<file path="config.mk">
export PLATFORM = sky130hd
export DESIGN_NAME = ect_cross
export DESIGN_NICKNAME = d
export VERILOG_FILES = /design/src/ect_pkg.sv /design/src/ect_cross.sv
export SDC_FILE = /design/constraint.sdc
export NUM_CORES = 2
export LEC_CHECK = 0
export ABC_AREA = 0
export BUFFER_PORTS_ARGS = -buffer_cell sky130_fd_sc_hd__buf_2
export CAP_MARGIN = 20
export CORE_MARGIN = 4
export CORE_UTILIZATION = 55
export CTS_CLUSTER_SIZE = 25
export DETAILED_ROUTE_END_ITERATION = 10
export PLACE_DENSITY_LB_ADDON = 0.3
export SLEW_MARGIN = 10
export SYNTH_ARGS = -nofsm -noshare
export SYNTH_HDL_FRONTEND = slang
export SYNTH_SLANG_ARGS = --single-unit
</file>
<file path="constraint.sdc">
create_clock -name clk -period 11.8 [get_ports clk]
set_input_delay 2.36 -clock clk [delete_from_list [all_inputs] [get_ports clk]]
set_output_delay 2.36 -clock clk [all_outputs]
set_load 0.03 [all_outputs]
</file>
<file path="src/ect_pkg.sv">
// Shared types and constants of the ear-clip triangulator.
package ect_pkg;

	localparam int IN_BITS  = 20;
	localparam int OUT_BITS = 6;

	typedef enum logic [5:0] {
		ST_IDLE,
		ST_AREA_RJ,
		ST_AREA_RI,
		ST_AREA_LD,
		ST_AREA_ST,
		ST_AREA_W,
		ST_FILL,
		ST_LOOP,
		ST_CAND_RA,
		ST_CAND_RB,
		ST_CAND_RC,
		ST_CAND_XA,
		ST_CAND_XB,
		ST_CAND_XC,
		ST_CAND_XD,
		ST_CAND_ST,
		ST_CAND_W,
		ST_SCAN_CHK,
		ST_SCAN_RI,
		ST_SCAN_RX,
		ST_SCAN_LD,
		ST_D1_ST,
		ST_D1_W,
		ST_D2_ST,
		ST_D2_W,
		ST_D3_ST,
		ST_D3_W,
		ST_ADV,
		ST_EMIT_EAR,
		ST_SHIFT_CHK,
		ST_SHIFT_RD,
		ST_SHIFT_WR,
		ST_FIN_R0,
		ST_FIN_R1,
		ST_FIN_R2,
		ST_FIN_LD,
		ST_EMIT_FIN,
		ST_EMIT_END
	} state_t;

	typedef enum logic [2:0] {
		SEL_AREA,
		SEL_CAND,
		SEL_D1,
		SEL_D2,
		SEL_D3
	} cross_sel_t;

	typedef enum logic [1:0] {
		PH_IDLE,
		PH_MUL1,
		PH_MUL2
	} cross_phase_t;

	typedef struct packed {
		logic done;
		logic pos;
		logic neg;
	} cross_stat_t;

endpackage

</file>
<file path="src/ect_cross.sv">
// Shared cross-product unit: cross(p1 - p0, p2 - p0) over one multiplier in two passes.
module ect_cross #(
	parameter int W = 20
) (
	input  logic                    clk,
	input  logic                    arst_n,
	input  logic                    start,
	input  logic signed [W-1:0]     p0x,
	input  logic signed [W-1:0]     p0y,
	input  logic signed [W-1:0]     p1x,
	input  logic signed [W-1:0]     p1y,
	input  logic signed [W-1:0]     p2x,
	input  logic signed [W-1:0]     p2y,
	output ect_pkg::cross_stat_t    stat,
	output logic signed [2*W+2:0]   res
);
	import ect_pkg::*;

	cross_phase_t             phase_q;
	logic                     done_q;
	logic signed [W:0]        ux_q, uy_q, vx_q, vy_q;
	logic signed [W:0]        ma, mb;
	logic signed [2*W+1:0]    prod;
	logic signed [2*W+1:0]    prod_q;
	logic signed [2*W+2:0]    res_q;

	// first pass ux*vy, second pass uy*vx
	assign ma   = (phase_q == PH_MUL2) ? uy_q : ux_q;
	assign mb   = (phase_q == PH_MUL2) ? vx_q : vy_q;
	assign prod = ma * mb;

	always_ff @(posedge clk or negedge arst_n) begin
		if (!arst_n) begin
			phase_q <= PH_IDLE;
			done_q  <= 1'b0;
		end else begin
			done_q <= 1'b0;
			unique case (phase_q)
				PH_IDLE: if (start) phase_q <= PH_MUL1;
				PH_MUL1: phase_q <= PH_MUL2;
				PH_MUL2: begin
					phase_q <= PH_IDLE;
					done_q  <= 1'b1;
				end
				default: phase_q <= PH_IDLE;
			endcase
		end
	end

	always_ff @(posedge clk) begin
		if (start && phase_q == PH_IDLE) begin
			ux_q <= {p1x[W-1], p1x} - {p0x[W-1], p0x};
			uy_q <= {p1y[W-1], p1y} - {p0y[W-1], p0y};
			vx_q <= {p2x[W-1], p2x} - {p0x[W-1], p0x};
			vy_q <= {p2y[W-1], p2y} - {p0y[W-1], p0y};
		end
		if (phase_q == PH_MUL1)
			prod_q <= prod;
		if (phase_q == PH_MUL2)
			res_q <= {prod_q[2*W+1], prod_q} - {prod[2*W+1], prod};
	end

	assign res       = res_q;
	assign stat.done = done_q;
	assign stat.pos  = !res_q[2*W+2] && (res_q != '0);
	assign stat.neg  = res_q[2*W+2];

endmodule

</file>
Word level (Yosys, flattened, before mapping)
Index checks and enable logic that the tools add are counted.
{"block": "totals", "register_bits": 172, "word_cells": 27, "in_bits": 123, "output_inout_bits": 46}
{"block": "classes", "n_reduce_logical": 5, "eq_ne": 3, "add_sub_neg": 5, "mux": 5, "mul": 1}
{"operator": "subtractor 20 x 20 -> 21 bit", "n": 4}
{"operator": "nonzero test 43 bit", "n": 1}
{"operator": "subtractor 42 x 42 -> 43 bit", "n": 1}
{"operator": "multiplier 21 x 21 -> 42 bit", "n": 1}
{"operator": "2-to-1 mux 21 bit", "n": 2}
{"operator": "case mux 2 bit (2 select lines)", "n": 1}
{"operator": "== test 2 x 1 -> 1 bit (second input constant)", "n": 1}
{"operator": "== test 2 bit (second input constant)", "n": 1}
{"operator": "logical AND 1 bit", "n": 2}
{"operator": "logical NOT 2 bit", "n": 1}
{"operator": "2-to-1 mux 2 bit", "n": 1}
{"operator": "!= test 2 bit (second input constant)", "n": 1}
{"operator": "logical NOT 1 bit", "n": 1}
{"operator": "2-to-1 mux 1 bit", "n": 1}

Logic depth before layout (Yosys ltp)
{"block": "logic_depth", "ltp_word": 4, "depth_mapped": 45, "ltp_nobuf": 42}

Least setup slack after synthesis
OpenSTA, ideal clock, no wires.
{"block": "synth_timing", "path_kind": "register to register", "start": "register phase_q[1]", "end": "register res_q[40] (netlist: res[40]), data pin", "stages_incl_launch_ff": 41, "setup_ps": 258, "arrival_ps": 11117, "required_ps": 11542, "setup_slack_ps": 425, "synth_period_minus_slack_ps": 11375, "path_buffers": 4, "path_cell_list": "dfrtp_1 -> nor2b_1 -> clkbuf_1 -> clkbuf_1 -> clkbuf_1 -> mux2_2 -> nand2_1 -> fa_1 -> inv_1 -> fa_1 -> inv_1 -> fa_1 -> inv_1 -> fa_1 -> fa_1 -> fa_1 -> inv_1 -> fa_1 -> [5 not listed] -> a221oi_2 -> o211ai_1 -> a31oi_1 -> xnor2_1 -> inv_1 -> ha_1 -> nand2_1 -> or3_4 -> nor4_2 -> o21a_2 -> o41ai_2 -> maj3_2 -> o2111ai_1 -> nand3_2 -> a221oi_4 -> o211ai_1 -> and2_4 -> xnor2_2"}
{"block": "synth_via", "elab_chain_cells": 4, "word_cells_on_any_way": 5, "cone_classes": "add/sub (1); mul (1); eq/ne (1); mux (2)"}
{"item": "from (decl)", "line": "ect_cross.sv:19", "text": "cross_phase_t phase_q;"}
{"item": "from (signal assigned)", "line": "ect_cross.sv:34", "text": "phase_q <= PH_IDLE;"}
{"item": "from (signal assigned)", "line": "ect_cross.sv:39", "text": "PH_IDLE: if (start) phase_q <= PH_MUL1;"}
{"item": "from (signal assigned)", "line": "ect_cross.sv:40", "text": "PH_MUL1: phase_q <= PH_MUL2;"}
{"item": "== test 2 bit *", "line": "ect_cross.sv:28, ect_cross.sv:29"}
{"item": "2-to-1 mux 21 bit (on tied branches)", "line": "ect_cross.sv:28, ect_cross.sv:29"}
{"item": "multiplier 21 x 21 -> 42 bit *", "line": "ect_cross.sv:30", "text": "assign prod = ma * mb;"}
{"item": "via prod[25]", "line": "ect_cross.sv:23", "text": "logic signed [2*W+1:0] prod;"}
{"item": "subtractor 42 x 42 -> 43 bit *", "line": "ect_cross.sv:60", "text": "res_q <= {prod_q[2*W+1], prod_q} - {prod[2*W+1], prod};"}
{"item": "to (signal assigned)", "line": "ect_cross.sv:60"}
{"item": "to (decl)", "line": "ect_cross.sv:25", "text": "logic signed [2*W+2:0] res_q;"}
Mark *: on every way through the listed nets, which the timed path passes. The rest lies on a longest branch.
A chain may end at the register's enable or synchronous reset.

Worst setup path in the final report
Ends and elaborated chain as after synthesis.

==> flow_summary.yaml <==
timing:
  period_needed_ns: 11.24
  finalSetupTns_ns: 0
  hold_violations: 0
  slew_viol_final: 0
  setup_viol: 0
  rsz0062_at_grt: "no"
  worst_slew_pin_slew_ns: 0.984
  finalCritPeriodShare: 0.952
  slew_headroom: 0.325
  fmax_mhz: 89.0
  clock_skew_ns: 0.0187
synthesis:
  synth_async_sr_flop_share: 0.0174
  syn_area_um2: 28100
  ys_seq_elements: 172
  synth_top_flop_cell: "edfxtp_1"
  yosysUniqueCellTypes: 86
  ys_seq_area_frac: 0.183
  ys_warn_count: 0
  syn_area_per_cell_um2: 9.33
  netlist_instances: 3014
  synth_edf_count: 169
  syn_nets: 3823
layout:
  drive_above_1_share: 0.103
  nNetsFinal: 3971
  final-seq-area_um2: 5150
  final_common_cell: "inv_1"
  syn_to_final_growth_pct: 8.20
  multiInputGateArea_um2: 20200
  final_cells: 3847
  antenna_cells: 0
  fill_cells: 4323
  final_cell_mix: "inv_1 (666), fa_1 (464), nor2_1 (364)"
die:
  die_w_um: 234
  die_h_um: 234
  die-area_um2: 54800
  core_area_um2: 50400
  initial_utilization: 0.558
  row_count: 82
  io_pins: 169
routing:
  drt_wl_total_um: 73000
  num_vias: 21100
  drc_errors: 0
  initialDrtViolationCount: 1335
  vias_per_cell: 5.48
  wl_per_cell_um: 19.0
  postRouteAntennaNets: 0
  first_pass_iters: 7
setup_path:
  critPathArrivalTime_ns: 11.47
  setup.worst_path.start: "phase_q[1]$_DFFE_PN0P_"
  reg2regPathDepth: 39
  endpoint: "res[40]$_DFFE_PP_"
  worstPathMaxFanout: 77
  r2r-end: "res[40]$_DFFE_PP_"
  crit_path_start_kind: "register"
  crit_top_cell: "fa_1"
  critPathRequiredTime_ns: 12.04
  cp-end-kind: "register"
  crit_type: "register to register"
  r2r_start: "phase_q[1]$_DFFE_PN0P_"
  cp_slowest_cell: "mux2i_1"
  r2r_slack_ns: 0.56
  slowest_delay_ns: 0.73
grt:
  gr-total-overflow: 0
  antenna_found_initial: 0
  grt_max_degree: 81
  grt_pass1_wl_um: 118000
  grtUsageTotal: 0.279
  grt_pass1_vias: 22200
clocking:
  root_buffer: "clkbuf_16"
  path_clk_slew_ns: 0.08
  postCtsSetupBuffers: 0
  tritoncts: "built"
  numClockSinks: 172
  clockBufferDepth: 2
  ctsHoldBuffers: 0
  numCtsBuffers: 17
  cts_resized: 0
  htree_num_levels: 4
  clk_latency_ns: 0.50
placed_design:
  place_congestion: 0.977
  dp_hpwl_um: 60800
  numPortBuffers: 168
  dp.cells: 3814
run:
  drv_cap: 0
min_path:
  hold_path_class: "register to register"
run_status:
  status: "finished, final reports clean"
layer usage:
| layer | vias to the layer above | global-route usage | part of all wire | wire, um |
|---|---|---|---|---|
| li1 | 9795 | - | - | - |
| met1 | 10400 | 0.380 | 0.43 | 31500 |
| met2 | 752 | 0.457 | 0.47 | 34000 |
| met3 | 96 | 0.0497 | 0.074 | 5390 |
| met4 | 0 | 0.0891 | 0.029 | 2100 |
| met5 | - | 0 | 0 | 0 |
layout make-up:
cell class                 instances  area share
tap                              672      0.0276
clock inverter                    15     0.00551
clock buffer                      17      0.0140
sequential                       172       0.169
timing repair buffer             206      0.0378
inverter                         668      0.0824
multi-input combinational       2097       0.663
synth_stat cells, drive strengths merged (13+ instances only):
cell type / instances / share of area
xnor2: 88 / 0.028
or2: 13 / 0.0029
edfxtp: 169 / 0.18
a21o: 25 / 0.0067
nor2: 364 / 0.049
buf: 14 / 0.0024
mux2i: 42 / 0.015
o21ai: 78 / 0.014
mux2: 35 / 0.014
nand2: 298 / 0.040
o21a: 23 / 0.0062
fa: 464 / 0.33
inv: 667 / 0.089
ha: 222 / 0.099
nand3: 30 / 0.0057
a21boi: 30 / 0.0080
nor2b: 30 / 0.0067
a21oi: 79 / 0.015
xor2: 32 / 0.011
nor3: 43 / 0.0077
clkbuf: 63 / 0.0084
o211ai: 17 / 0.0045
nand2b: 20 / 0.0045
logic make-up (layout without fill, tap and decap cells):
group / count (synthesis) / after routing / share of synthesized area
flops: 172 / 172 / 0.183
simple gates: 859 / 859 / 0.131
buf+inv: 745 / 906 / 0.100
compound gates: 346 / 346 / 0.0857
mux: 77 / 77 / 0.0290
fa+ha+maj: 695 / 695 / 0.433
xor+xnor: 120 / 120 / 0.0385
flip-flops by register name, indices dropped and copies added (netlist names):
| signal | flops |
|---|---|
| phase_q | 2 |
| vx_q | 21 |
| uy_q | 21 |
| done_q | 1 |
| ux_q | 21 |
| res | 43 |
| prod_q | 42 |
| vy_q | 21 |
metrics by stage:
step	hold WS, ns	setup slack (ns)	utilization	area (um2)
detailed placement	0.568	0.710	0.592	29800
finish	0.581	0.564	0.604	30400
global placement	0.545	1.04	0.592	29800
global route	0.602	0.0732	0.604	30400
floorplan	0.458	0.425	-	28100
CTS	0.586	0.676	0.603	30400
how the worst min path moves through the flow:
| stage | from | to | slack (ns) | cells past startpoint |
|---|---|---|---|---|
| floorplan | phase_q[0]$_DFFE_PN0P_ | phase_q[0]$_DFFE_PN0P_ | 0.46 | 1 |
| detailed placement | phase_q[0]$_DFFE_PN0P_ | phase_q[0]$_DFFE_PN0P_ | 0.57 | 1 |
| global placement | phase_q[1]$_DFFE_PN0P_ | phase_q[1]$_DFFE_PN0P_ | 0.55 | 1 |
| global route | phase_q[0]$_DFFE_PN0P_ | phase_q[0]$_DFFE_PN0P_ | 0.60 | 1 |
| CTS | phase_q[0]$_DFFE_PN0P_ | phase_q[0]$_DFFE_PN0P_ | 0.59 | 1 |
| finish | phase_q[0]$_DFFE_PN0P_ | phase_q[0]$_DFFE_PN0P_ | 0.58 | 1 |
worst max-delay path, delay by kind of cell (launching register included):
| family | cells | cell delay (ns) |
|---|---|---|
| fa+ha+maj | 10 | 4.59 |
| compound gates | 10 | 2.13 |
| simple gates | 10 | 2.05 |
| mux | 1 | 0.73 |
| buf+inv | 6 | 0.63 |
| flops | 1 | 0.48 |
| xor+xnor | 2 | 0.28 |
Power is not shown: default switching activity piles up to over one toggle a cycle in this logic, so the estimate is an artifact.
